===== src/sv/assert_macros.svh =====
// Assertion macros shared by the RTL.
`ifndef ASSERT_MACROS_SVH
`define ASSERT_MACROS_SVH
// Implication checked on every clock, reset disables.
`define ASSERT_IMP(lbl, clk, rst, ante, cons) \
   lbl: assert property (@(posedge clk) disable iff (rst) (ante) |-> (cons)) \
      else $error("assertion failed");
// Next-cycle implication.
`define ASSERT_NXT(lbl, clk, rst, ante, cons) \
   lbl: assert property (@(posedge clk) disable iff (rst) (ante) |=> (cons)) \
      else $error("assertion failed");
`endif


===== src/sv/drc_pkg.sv =====
// Package: constants, register indexes and control types of the ray caster.
`default_nettype none
package drc_pkg;
   localparam int MAP_SIZE_DEF  = 32;
   localparam int MAX_STEPS_DEF = 64;

   localparam logic [2:0] REG_PLAYER_X = 3'd0;
   localparam logic [2:0] REG_PLAYER_Y = 3'd1;
   localparam logic [2:0] REG_VIEW_SIN = 3'd2;
   localparam logic [2:0] REG_VIEW_COS = 3'd3;
   localparam logic [2:0] REG_SCREEN_W = 3'd4;
   localparam logic [2:0] REG_SCREEN_H = 3'd5;

   localparam logic OP_WRITE = 1'b0;
   localparam logic OP_CAST  = 1'b1;

   // Divider operand selects.
   localparam logic [2:0] DIV_CAM   = 3'd0;
   localparam logic [2:0] DIV_DDX   = 3'd1;
   localparam logic [2:0] DIV_DDY   = 3'd2;
   localparam logic [2:0] DIV_PERP  = 3'd3;
   localparam logic [2:0] DIV_LINE  = 3'd4;

   typedef struct packed {
      logic       load;       // latch request
      logic       prep;       // unused; w/h are clamped on load
      logic       div_go;     // start a divide
      logic [2:0] div_sel;
      logic       div_take;   // store divider result
      logic       dir_mul;    // multiply step for direction
      logic       dir_fin;    // finish direction
      logic       side_mul;   // side distances
      logic       walk;       // one DDA step
      logic       map_rd;     // read cell at current map position
      logic       fin;        // form result
   } drc_cmd_type;

   typedef struct packed {
      logic div_done;
      logic out_map;
      logic wall;
      logic d_zero;
      logic perp_zero;
   } drc_sts_type;
endpackage
`default_nettype wire


===== src/sv/drc_ctrl.sv =====
// Controller: sequences the map clear, map writes, divides, DDA walk and result strobe.
`default_nettype none
module drc_ctrl import drc_pkg::*; #(
   parameter int MAP_SIZE  = MAP_SIZE_DEF,
   parameter int MAX_STEPS = MAX_STEPS_DEF
) (
   input  wire logic   clock,
   input  wire logic   reset,
   input  wire logic   req_start,
   input  wire logic   req_op,
   input  drc_sts_type sts,
   output drc_cmd_type cmd,
   output logic        busy,
   output logic        clr_we,
   output logic [$clog2(MAP_SIZE*MAP_SIZE)-1:0] clr_addr,
   output logic        map_we,
   output logic        esc,
   output logic        strobe
);
   localparam int AW = $clog2(MAP_SIZE*MAP_SIZE);
   localparam int SW = $clog2(MAX_STEPS+1);
   localparam logic [3:0] S_CLEAR = 4'd0, S_IDLE = 4'd1, S_DIV = 4'd2, S_DIVW = 4'd3,
      S_MUL = 4'd4, S_DIR = 4'd5, S_SIDE = 4'd6, S_STEP = 4'd7, S_RD = 4'd8,
      S_TEST = 4'd9, S_FIN = 4'd10, S_OUT = 4'd11;

   logic [3:0] st_ff, st_in;
   logic [2:0] sel_ff, sel_in;
   logic [AW:0] ca_ff, ca_in;
   logic [SW-1:0] n_ff, n_in;
   logic esc_ff, esc_in;

   always_comb begin
      st_in = st_ff; sel_in = sel_ff; ca_in = ca_ff; n_in = n_ff; esc_in = esc_ff;
      cmd = '0; cmd.div_sel = sel_ff; map_we = 1'b0; strobe = 1'b0;
      unique case (st_ff)
         S_CLEAR: begin
            ca_in = ca_ff + 1'b1;
            if (ca_ff == (AW+1)'(MAP_SIZE*MAP_SIZE-1)) st_in = S_IDLE;
         end
         S_IDLE: if (req_start) begin
            if (req_op == OP_WRITE) map_we = 1'b1;
            else begin
               cmd.load = 1'b1; sel_in = DIV_CAM; esc_in = 1'b0; n_in = '0;
               st_in = S_DIV;
            end
         end
         S_DIV: begin cmd.div_go = 1'b1; st_in = S_DIVW; end
         S_DIVW: if (sts.div_done) begin
            cmd.div_take = 1'b1;
            unique case (sel_ff)
               DIV_CAM:  st_in = S_MUL;
               DIV_DDX:  begin sel_in = DIV_DDY; st_in = S_DIV; end
               DIV_DDY:  st_in = S_SIDE;
               DIV_PERP: begin sel_in = DIV_LINE; st_in = S_DIV; end
               default:  st_in = S_FIN;
            endcase
         end
         S_MUL: begin cmd.dir_mul = 1'b1; st_in = S_DIR; end
         S_DIR: begin cmd.dir_fin = 1'b1; sel_in = DIV_DDX; st_in = S_DIV; end
         S_SIDE: begin cmd.side_mul = 1'b1; st_in = S_STEP; end
         S_STEP: begin
            cmd.walk = 1'b1; n_in = n_ff + 1'b1; st_in = S_RD;
         end
         S_RD: begin
            if (sts.out_map) begin esc_in = 1'b1; st_in = S_FIN; end
            else st_in = S_TEST;
         end
         S_TEST: begin
            if (sts.wall) begin sel_in = DIV_PERP; st_in = S_DIV; end
            else if (n_ff == SW'(MAX_STEPS)) begin esc_in = 1'b1; st_in = S_FIN; end
            else st_in = S_STEP;
         end
         S_FIN: begin cmd.fin = 1'b1; st_in = S_OUT; end
         S_OUT: begin strobe = 1'b1; st_in = S_IDLE; end
         default: st_in = S_IDLE;
      endcase
   end

   always_ff @(posedge clock) begin
      if (reset) begin
         st_ff <= S_CLEAR; ca_ff <= '0; sel_ff <= DIV_CAM; n_ff <= '0; esc_ff <= 1'b0;
      end else begin
         st_ff <= st_in; ca_ff <= ca_in; sel_ff <= sel_in; n_ff <= n_in; esc_ff <= esc_in;
      end
   end

   assign busy     = st_ff != S_IDLE;
   assign clr_we   = st_ff == S_CLEAR;
   assign clr_addr = ca_ff[AW-1:0];
   assign esc      = esc_ff;
endmodule
`default_nettype wire


===== config.mk =====
export PLATFORM = sky130hd
export DESIGN_NAME = drc_ctrl
export DESIGN_NICKNAME = d
export VERILOG_FILES = /design/src/sv/assert_macros.svh /design/src/sv/drc_pkg.sv /design/src/sv/drc_ctrl.sv
export SDC_FILE = /design/constraint.sdc
export NUM_CORES = 1
export LEC_CHECK = 0
export BUFFER_PORTS_ARGS = -buffer_cell sky130_fd_sc_hd__buf_2
export CAP_MARGIN = 40
export CORE_MARGIN = 2
export CORE_UTILIZATION = 35
export CTS_CLUSTER_SIZE = 40
export DETAILED_ROUTE_END_ITERATION = 8
export PLACE_DENSITY_LB_ADDON = 0.25
export SETUP_SLACK_MARGIN = 0.3
export SLEW_MARGIN = 20
export SYNTH_ARGS = -nofsm -noshare
export SYNTH_HDL_FRONTEND = slang
export SYNTH_SLANG_ARGS = --single-unit

===== constraint.sdc =====
create_clock -name clock -period 4.7 [get_ports clock]
set_input_delay 0.705 -clock clock [delete_from_list [all_inputs] [get_ports clock]]
set_output_delay 0.705 -clock clock [all_outputs]
set_load 0.005 [all_outputs]

==> metrics.txt, run 1 <==
destination of the worst register-to-register timing path sel_ff[2]; routed via count divided by cell count 5.348; CTS root buf sky130_fd_sc_hd__clkbuf_8; fill cell total of the finished layout 483; Worst path max stage delay 680 ps; first-pass detailed-route iteration total 4; largest fanout on the critical path 24; element type at the critical path end primary output; antenna diode instance count 0; origin of the critical flop-to-flop path st_ff[2]; Std-Cell Core Area 0.004444 sq mm; result of the run complete, no violations; half-perimeter wire length after placement 2551 um; Post-CTS Hold Fix Bufs 0; proportion of synthesized chip area in sequential cells 31.66%; pin slew with the least headroom to its limit 722.8 ps; met3 track demand over resource 3.194%; effective utilization at floorplan 36.99%; crit start category register; number of buffers inserted by port buffering 32; H-tree depth reported by CTS 1; number of cells on the worst hold path 2; Die Ht 72.54 um; DRC violation count after routing 0; Util after Layout 40.15%; via count of the first global-routing pass 1,230; Data required, critical path 3990 ps; worst min-delay path endpoint esc; post-synthesis cell count 206; top post-synthesis cells by count sky130_fd_sc_hd__dfxtp_1 (26), sky130_fd_sc_hd__nor2_1 (25), sky130_fd_sc_hd__buf_4 (12), sky130_fd_sc_hd__nand2_1 (12), sky130_fd_sc_hd__nor3_1 (12); Top Family by Delay on Critical Path simple AND/OR/NAND/NOR gates; IR drop worst, VDD 104.6 uV; count of standard-cell rows 24; wire length of the first global-routing pass 5747 um; global router's overall resource usage 13.72%; async set or reset register ratio after synthesis 0%; insertion delay of the later-clocked pin in the worst-skew pair 270 ps; internal portion of total power 0.0003043 W; total of warnings raised by yosys 0; largest net degree at the start of global routing 25; Final Setup Violations 0; Setup Buffers After CTS 0; total buffers and inverters traversed by the critical path 2; synthesized flop and latch total 26; Distinct cells, synth 51; Die Area 0.005261 sq mm; TritonCTS clock tree done; largest area contributor in the synthesized netlist sky130_fd_sc_hd__dfxtp_1; setup repair after global routing missed its margin false; Total Routed Length 3559 um; Rel. slew slack 51.74%; number of synthesized flops with an enable pin 0; total grt overflow 0; Area Growth Syn to Fin 8.524%; total number of nets in the final design 234; reg-to-reg slack, setup 2460 ps; via count 1,460; max-cap violations 0; top cell type's share of synthesized area 31.66%; CP max stage cell sky130_fd_sc_hd__nor4b_1; Avg Cell Area, Syn 7.981 sq um; number of antenna violations at the first check in global routing 0; layout cells sized above 1 18.10%; M1 GR Usage 18.65%; Cell Area, Synth 0.001644 sq mm; horizontal extent of the die 72.54 um; crit-path cells nor4b_1 > inv_1 > nor3b_1 > buf_2; I/O pin total 37; worst hold path type register to register; dominant synthesized flop cell sky130_fd_sc_hd__dfxtp_1; count of endpoints failing hold in the final timing report 0; Clock Sink Count 26; Total Power 0.0003936 W; total count of max-transition violations in the final report 0; worst path arrival time 2160 ps; category of the critical setup timing path register to primary output; WL per Instance 13.04 um; dominant cell by count in the synthesized netlist sky130_fd_sc_hd__dfxtp_1; most utilized layer in the global route result met2; Clock transition at path regs 100 ps; fin crit period 2867 ps; Inserted Clock Buffers 3; number of DRC violations after detailed-routing iteration 0 62; Post-Route Skew 1.347 ps; power per unit of standard cell area 220.6 mW/mm^2; area of the multi-input gates 942.2 sq um; Antenna Nets Post-Route 0; clock share of power 38.2%; start point of the worst hold path esc; combinational power share 4.6%; sequential cell area in the final layout 520.5 sq um; net switching power figure 0.00008926 W; maximum clock insertion buffer count 2; Net Sw Frac 22.68%; GRT met2 Usage 21.11%; Resize count post-CTS 0; maximum clock frequency 0.3488 GHz; Final Wtd Congestion 0.8176; Final Cycle Share 60.99%; ranking of synthesized cells by area sky130_fd_sc_hd__dfxtp_1 (32%), sky130_fd_sc_hd__nor2_1 (5.7%), sky130_fd_sc_hd__buf_4 (5.5%); standby leakage power 0.6815 nW; sequential group share of total power 57.2%; depth of the worst register-to-register path 5; setup TNS after final layout 0 ps
-- per-layer routing --
metal / vias to the layer above / share of wire [%]
met2: 33 / 45
met5: - / 0
met3: 6 / 4.1
li1: 750 / -
met1: 671 / 48
met4: 0 / 2.1
-- logic make-up after synthesis --
group | after synthesis | share of synthesized area, %
compound gates | 37 | 15.53
simple gates | 90 | 30.44
mux | 1 | 0.6089
flops | 26 | 31.66
buf+inv | 33 | 11.26
xor+xnor | 15 | 7.991
fa+ha+maj | 3 | 2.283
other cells | 1 | 0.2281
-- sequential cells by signal (all words and copies together), names as in the netlist --
signal / cells
ca_ff: 11
n_ff: 7
st_ff: 4
sel_ff: 3
esc: 1
-- metrics by stage --
stage | hold WS, ps | cell area [sq um] | std cells | setup slack, ps
final | 452.9 | 1784 | 273 | 1833
after global routing | 475.0 | 1784 | 273 | 1613
after CTS | 457.8 | 1784 | 273 | 1836
after detailed placement | 441.1 | 1729 | 269 | 2182
after global placement | 439.5 | 1729 | 269 | 2173
after floorplan | 442.1 | 1648 | 207 | 2666
-- how the worst max path moves through the flow --
stage,slack (ps),startpoint,endpoint,cells past startpoint
after floorplan,2670,st_ff[1],map_we,4
after global placement,2170,st_ff[2],map_we,4
after detailed placement,2180,st_ff[2],map_we,4
after CTS,1840,st_ff[2],map_we,4
after global routing,1610,st_ff[0],map_we,4
final,1830,st_ff[2],map_we,4
-- placed cells by master (no fill, tap or decap), types with 4 or more instances in the layout --
cell type and instances:
sky130_fd_sc_hd__buf_2 32, sky130_fd_sc_hd__dfxtp_1 26, sky130_fd_sc_hd__nor2_1 25, sky130_fd_sc_hd__nand2_1 12
sky130_fd_sc_hd__nor3_1 12, sky130_fd_sc_hd__inv_1 10, sky130_fd_sc_hd__xnor2_1 10, sky130_fd_sc_hd__o21ai_0 8
sky130_fd_sc_hd__a21oi_1 8, sky130_fd_sc_hd__nand2b_1 7, sky130_fd_sc_hd__nand3_1 6, sky130_fd_sc_hd__nand4_1 5
sky130_fd_sc_hd__a2111oi_0 5, sky130_fd_sc_hd__xor2_1 5, sky130_fd_sc_hd__nand4bb_1 4, sky130_fd_sc_hd__clkbuf_8 4
-- power by group through the flow --
stage	clock network (W)	logic (W)	registers, W
global placement	0	0.0000182	0.000230
finish	0.000150	0.0000181	0.000225
floorplan	0	0.0000144	0.000230
global route	0.000161	0.0000209	0.000225
CTS	0.000156	0.0000185	0.000225
detailed placement	0	0.0000185	0.000230
-- worst reg2reg max path: stages (launching register included) --
cell	delay [ps]
sky130_fd_sc_hd__dfxtp_1	550
sky130_fd_sc_hd__nor4b_1	680
sky130_fd_sc_hd__inv_1	280
sky130_fd_sc_hd__o221ai_1	320
sky130_fd_sc_hd__nor3_1	90
sky130_fd_sc_hd__a31o_2	210
-- cell type report --
| type | count | area share, % |
|---|---|---|
| sequential | 26 | 29.17 |
| multi-input combinational | 148 | 52.81 |
| tap | 52 | 3.647 |
| clock buffer | 4 | 3.086 |
| timing repair buffer | 32 | 8.976 |
| inverter | 11 | 2.314 |
No activity file was read; power rests on OpenSTA's default activity.
==> run 2, diff against run 1 <==
- ABC_AREA: unset -> 1
- clock period: 4.7 -> 2.8 ns (I/O delays scaled with it)
==> metrics.txt, run 2 <==
effective utilization at floorplan 35.71% (-1.3 points); largest net degree at the start of global routing 16 (-36%); number of buffers inserted by port buffering 32 (unchanged); crit start category register; global router's overall resource usage 14.67% (+0.94 points); depth of the worst register-to-register path 8 (+3); Avg Cell Area, Syn 6.127 sq um (-23%); Antenna Nets Post-Route 0 (unchanged); top cell type's share of synthesized area 29.09% (-2.6 points); CP max stage cell sky130_fd_sc_hd__dfxtp_1; number of cells on the worst hold path 2 (unchanged); DRC violation count after routing 0 (unchanged); result of the run complete, no violations; registers with the most flip-flops ca_ff: 11 flops, n_ff: 7 flops, st_ff: 4 flops; area of the multi-input gates 987.2 sq um (+4.8%); start point of the worst hold path reset; reg-to-reg slack, setup 1290 ps (-1170 ps); count of standard-cell rows 26 (+8.3%); number of antenna violations at the first check in global routing 0 (unchanged); largest reg by FF count ca_ff; count of endpoints failing hold in the final timing report 0 (unchanged); wire length of the first global-routing pass 6561 um (+14%); H-tree depth reported by CTS 1 (unchanged); setup repair after global routing missed its margin false; TritonCTS clock tree done; total count of max-transition violations in the final report 0 (unchanged); pre-CTS WS 1237 ps (-945.1 ps); Inserted Clock Buffers 3 (unchanged); category of the critical setup timing path register to primary output; Clock Sink Count 26 (unchanged); IR drop worst, VDD 242.5 uV (+130%); fill cell total of the finished layout 577 (+19%); Total Routed Length 3853 um (+8.3%); insertion delay of the later-clocked pin in the worst-skew pair 270 ps (about the same); destination of the worst register-to-register timing path sel_ff[0]; CTS root buf sky130_fd_sc_hd__clkbuf_8; Clock transition at path regs 100 ps (about the same); total of warnings raised by yosys 0 (unchanged); Area Growth Syn to Fin 11.96%; Setup Buffers After CTS 0 (unchanged); number of flip-flops in the largest register 11 (unchanged); leading cell type in the layout, fill and taps excluded sky130_fd_sc_hd__nand2_1; via count of the first global-routing pass 1,496 (+22%); Data required, critical path 2380 ps (-1610 ps); Post-Place Cell Area 0.001932 sq mm (+12%); proportion of synthesized chip area in sequential cells 29.09% (-2.6 points); PnR worst setup slack 946.6 ps (-886.7 ps); routed via count divided by cell count 4.461 (-17%); via count 1,713 (+17%); Most Frequent Cell on Critical Path sky130_fd_sc_hd__nor2_1; Final Setup Violations 0 (unchanged); number of synthesized flops with an enable pin 0 (unchanged); antenna diode instance count 0 (unchanged); met3 wire length 142 um (-2.7%); I/O pin total 37 (unchanged); setup TNS after final layout 0 ps (unchanged); largest fanout on the critical path 6 (-75%); async set or reset register ratio after synthesis 0% (unchanged); post-synthesis cell count 292 (+42%); synthesized flop and latch total 26 (unchanged); element type at the critical path end primary output; largest area contributor in the synthesized netlist sky130_fd_sc_hd__dfxtp_1; Worst path max stage delay 580 ps (-100 ps); dominant synthesized flop cell sky130_fd_sc_hd__dfxtp_1; sequential cell area in the final layout 520.5 sq um (unchanged); Std-Cell Core Area 0.005010 sq mm (+13%); maximum clock insertion buffer count 2 (unchanged); layout cells sized above 1 20.38% (+2.3 points); leading cell types in the layout, fill and taps excluded sky130_fd_sc_hd__nand2_1 (67), sky130_fd_sc_hd__nor2_1 (52), sky130_fd_sc_hd__inv_1 (37), sky130_fd_sc_hd__buf_2 (32), sky130_fd_sc_hd__dfxtp_1 (26); Distinct cells, synth 27 (-47%); Met2 Routed Length 1713 um (+6.2%); maximum clock frequency 0.5395 GHz; fin crit period 1853 ps; total number of nets in the final design 327 (+40%); standby leakage power 1.022 nW (+50%); power per unit of standard cell area 654.4 mW/mm^2 (+200%); Post-Route Skew 6.967 ps (+5.620 ps); Met1 Routed Length 1968 um (+14%); highest routed layer met4; Final Wtd Congestion 0.8644 (+5.7%); Die Area 0.005700 sq mm (+8.3%); worst hold path type input port to register; horizontal extent of the die 75.50 um (+4.1%); number of DRC violations after detailed-routing iteration 0 90 (+45%); Design Area, Final 0.002003 sq mm (+12%); WL per Instance 10.03 um (-23%); first-pass detailed-route iteration total 4 (unchanged); max-cap violations 0 (unchanged); Cell Area, Synth 0.001789 sq mm (+8.8%); origin of the critical flop-to-flop path st_ff[0]; dominant cell by count in the synthesized netlist sky130_fd_sc_hd__nand2_1; ranking of synthesized cells by area sky130_fd_sc_hd__dfxtp_1 (29%), sky130_fd_sc_hd__nand2_1 (14%), sky130_fd_sc_hd__nor2_1 (11%); total grt overflow 0 (unchanged); top post-synthesis cells by count sky130_fd_sc_hd__nand2_1 (67), sky130_fd_sc_hd__nor2_1 (52), sky130_fd_sc_hd__inv_1 (37), sky130_fd_sc_hd__dfxtp_1 (26), sky130_fd_sc_hd__nand3_1 (24); crit-path cells inv_2 > nor2_1 > inv_1 > nor2_1 > buf_2; Die Ht 75.50 um (+4.1%); worst min-delay path endpoint n_ff[6]; Post-CTS Hold Fix Bufs 0 (unchanged); half-perimeter wire length after placement 3082 um (+21%); Resize count post-CTS 0 (unchanged); Final Cycle Share 66.19%; worst path arrival time 1430 ps (-730 ps)
## run 2: worst max path at each step
stage	startpoint	to	cells after the start
final	st_ff[1]	cmd[10]	5
after global routing	st_ff[0]	cmd[12]	5
after CTS	st_ff[0]	cmd[12]	5
after detailed placement	st_ff[0]	cmd[12]	5
after global placement	st_ff[0]	cmd[12]	5
after floorplan	st_ff[1]	cmd[6]	4
## run 2: per-stage QoR
step	hold WS (ps)	std cells	utilization [%]	total power, W
after CTS	430.9	384	39.99	0.001333
after floorplan	443.8	293	-	0.0008885
after global routing	458.4	384	39.99	0.001434
after detailed placement	439.3	380	38.56	0.001014
final	430.5	384	39.99	0.001311
after global placement	435.6	380	38.56	0.001008
## run 2: cell type report
| class | count | area share, % |
|---|---|---|
| Multi-Input combinational cell | 205 | 49.28 |
| Clock inverter | 1 | 1.499 |
| Inverter | 47 | 8.807 |
| Tap cell | 70 | 4.372 |
| Sequential cell | 26 | 25.98 |
| Timing Repair Buffer | 32 | 7.995 |
| Clock buffer | 3 | 2.061 |
## run 2: cell families after synthesis
group	synth area share (%)
flops	29.09
fa+ha+maj	2.098
compound gates	8.042
xor+xnor	0.4896
simple gates	44.13
other cells	0.2096
buf+inv	15.94
## run 2: worst max-delay path, delay by kind of cell, from the launching register on
family	cells	cell delay [ps]
buffers and inverters	3	310
flip-flops	1	580
AND/OR/NAND/NOR	2	280
## run 2: power breakdown
group          leakage, nW  switching, W  internal, W
combinational        0.775      0.000319     0.000184
sequential           0.211     0.0000778     0.000418
clock               0.0357      0.000122     0.000191
## run 2: routing by layer
| metal | up-vias | track usage [%] |
|---|---|---|
| met3 | 2 | 1.984 |
| met4 | 0 | 4.094 |
| met2 | 27 | 24.06 |
| met5 | - | 0 |
| li1 | 936 | - |
| met1 | 748 | 20.23 |
==> run 3, diff against run 2 <==
- clock period: 2.8 -> 1.8 ns (I/O delays scaled with it)
==> metrics.txt, run 3 (same netlist as run 2, synthesis figures left out) <==
result of the run complete, no violations; leading cell types in the layout, fill and taps excluded sky130_fd_sc_hd__nand2_1 (65), sky130_fd_sc_hd__nor2_1 (49), sky130_fd_sc_hd__inv_1 (36), sky130_fd_sc_hd__buf_2 (31), sky130_fd_sc_hd__nand3_1 (23); crit start category register; global router's overall resource usage 14.92% (+0.25 points); Die Area 0.005700 sq mm (unchanged); total number of nets in the final design 336 (+2.8%); total grt overflow 0 (unchanged); largest reg by FF count ca_ff; layout cells sized above 1 26.93% (+6.6 points); count of standard-cell rows 26 (unchanged); sequential cell area in the final layout 538.0 sq um (+3.4%); routed via count divided by cell count 4.468 (+0.16%); Final Setup Violations 0 (unchanged); number of flip-flops in the largest register 11 (unchanged); CTS root buf sky130_fd_sc_hd__clkbuf_8; largest net degree at the start of global routing 16 (unchanged); count of endpoints failing hold in the final timing report 0 (unchanged); Area Growth Syn to Fin 18.67%; Total Routed Length 4026 um (+4.5%); maximum clock insertion buffer count 2 (unchanged); category of the critical setup timing path register to primary output; fin cells 393 (+2.3%); Top Family by Delay on Critical Path flip-flops; Post-CTS Hold Fix Bufs 0 (unchanged); Data required, critical path 1530 ps (-850 ps); horizontal extent of the die 75.50 um (unchanged); crit-path cells inv_2 > nor2_4 > nand3_2 > nor2_1 > buf_2; Final Cycle Share 83.54%; I/O pin total 37 (unchanged); maximum clock frequency 0.6650 GHz; half-perimeter wire length after placement 3069 um (-0.41%); antenna diode instance count 0 (unchanged); Std-Cell Core Area 0.005010 sq mm (unchanged); via count of the first global-routing pass 1,571 (+5.0%); standby leakage power 1.076 nW (+5.3%); total count of max-transition violations in the final report 0 (unchanged); minimum hold slack 273.8 ps (-156.7 ps); DRC violation count after routing 0 (unchanged); first-pass detailed-route iteration total 4 (unchanged); worst path arrival time 1230 ps (-200 ps); number of DRC violations after detailed-routing iteration 0 75 (-17%); Clock Sink Count 26 (unchanged); Post-Route Skew 1.512 ps (-5.455 ps); H-tree depth reported by CTS 1 (unchanged); power per unit of standard cell area 1005 mW/mm^2 (+54%); Worst path max stage delay 440 ps (-140 ps); Die Ht 75.50 um (unchanged); effective utilization at floorplan 35.71% (unchanged); Antenna Nets Post-Route 0 (unchanged); TritonCTS clock tree done; registers with the most flip-flops ca_ff: 11 flops, n_ff: 7 flops, st_ff: 4 flops; via count 1,756 (+2.5%); element type at the critical path end primary output; Util after Layout 42.38% (+2.4 points); setup TNS after final layout 0 ps (unchanged); leading cell type in the layout, fill and taps excluded sky130_fd_sc_hd__nand2_1; number of antenna violations at the first check in global routing 0 (unchanged); CP max stage cell sky130_fd_sc_hd__dfxtp_4; setup repair after global routing missed its margin true; number of buffers inserted by port buffering 32 (unchanged); Clock transition at path regs 90 ps (about the same); insertion delay of the later-clocked pin in the worst-skew pair 270 ps (about the same); placed insts 380 (unchanged); area of the multi-input gates 0.001025 sq mm (+3.8%); worst hold path type input port to register; Inserted Clock Buffers 3 (unchanged); IR drop worst, VDD 479.5 uV (+98%); fin crit period 1504 ps; wire length of the first global-routing pass 6693 um (+2.0%); total buffers and inverters traversed by the critical path 2 (-1); WL per Instance 10.24 um (+2.1%); fill cell total of the finished layout 550 (-4.7%); max-cap violations 0 (unchanged); Final Wtd Congestion 0.9170 (+6.1%); largest fanout on the critical path 7 (+1)
run 3: power breakdown:
group          switching [W]  internal, W
Combinational       0.000559     0.000413
Sequential          0.000120     0.000664
Clock               0.000182     0.000196
Total               0.000861      0.00127
run 3: what timing repair did:
item | in CTS | in global routing
setup buffers | 1 | 8
pin swaps | 1 | 6
gates resized for setup | 8 | 17
endpoints found under the setup margin | 14 | 12
run 3: layout make-up:
| class | instances | share of cell area [%] |
|---|---|---|
| inverter | 47 | 8.662 |
| multi-input combinational | 205 | 48.26 |
| tap | 70 | 4.125 |
| sequential | 26 | 25.34 |
| timing repair buffer | 41 | 11.02 |
| clock buffer | 4 | 2.593 |
run 3: routing by layer:
metal  vias up  global-route usage (%)  share of wire (%)
met3         4                   2.778                4.0
met1       773                   19.10                 49
met2        28                   25.51                 46
li1        951                       -                  -
met5         -                       0                  0
met4         0                   4.483                1.1
run 3: per-stage QoR:
step           worst slack, ps  total power (W)  cell area, sq um
2_1_floorplan            502.8         0.001382              1793
3_3_place_gp             297.7         0.001569              1932
3_5_place_dp             306.1         0.001567              1932
4_1_cts                  264.0         0.001984              2009
5_1_grt                  235.0         0.002328              2123
6_report                 296.2         0.002134              2123
run 3: worst register-to-register path: cells and delay by family (launching register included):
family                 cells  cell delay, ps
DFF                        1             440
and+or+nand+nor            6             700
buffers and inverters      2             210
run 3: final timing paths:
check	from	to	slack (ps)	cells after the start
min	reset	st_ff[3]	270	2
max	st_ff[0]	map_we	300	5
max reg2reg	st_ff[0]	st_ff[3]	380	8
min reg2reg	esc	esc	450	2
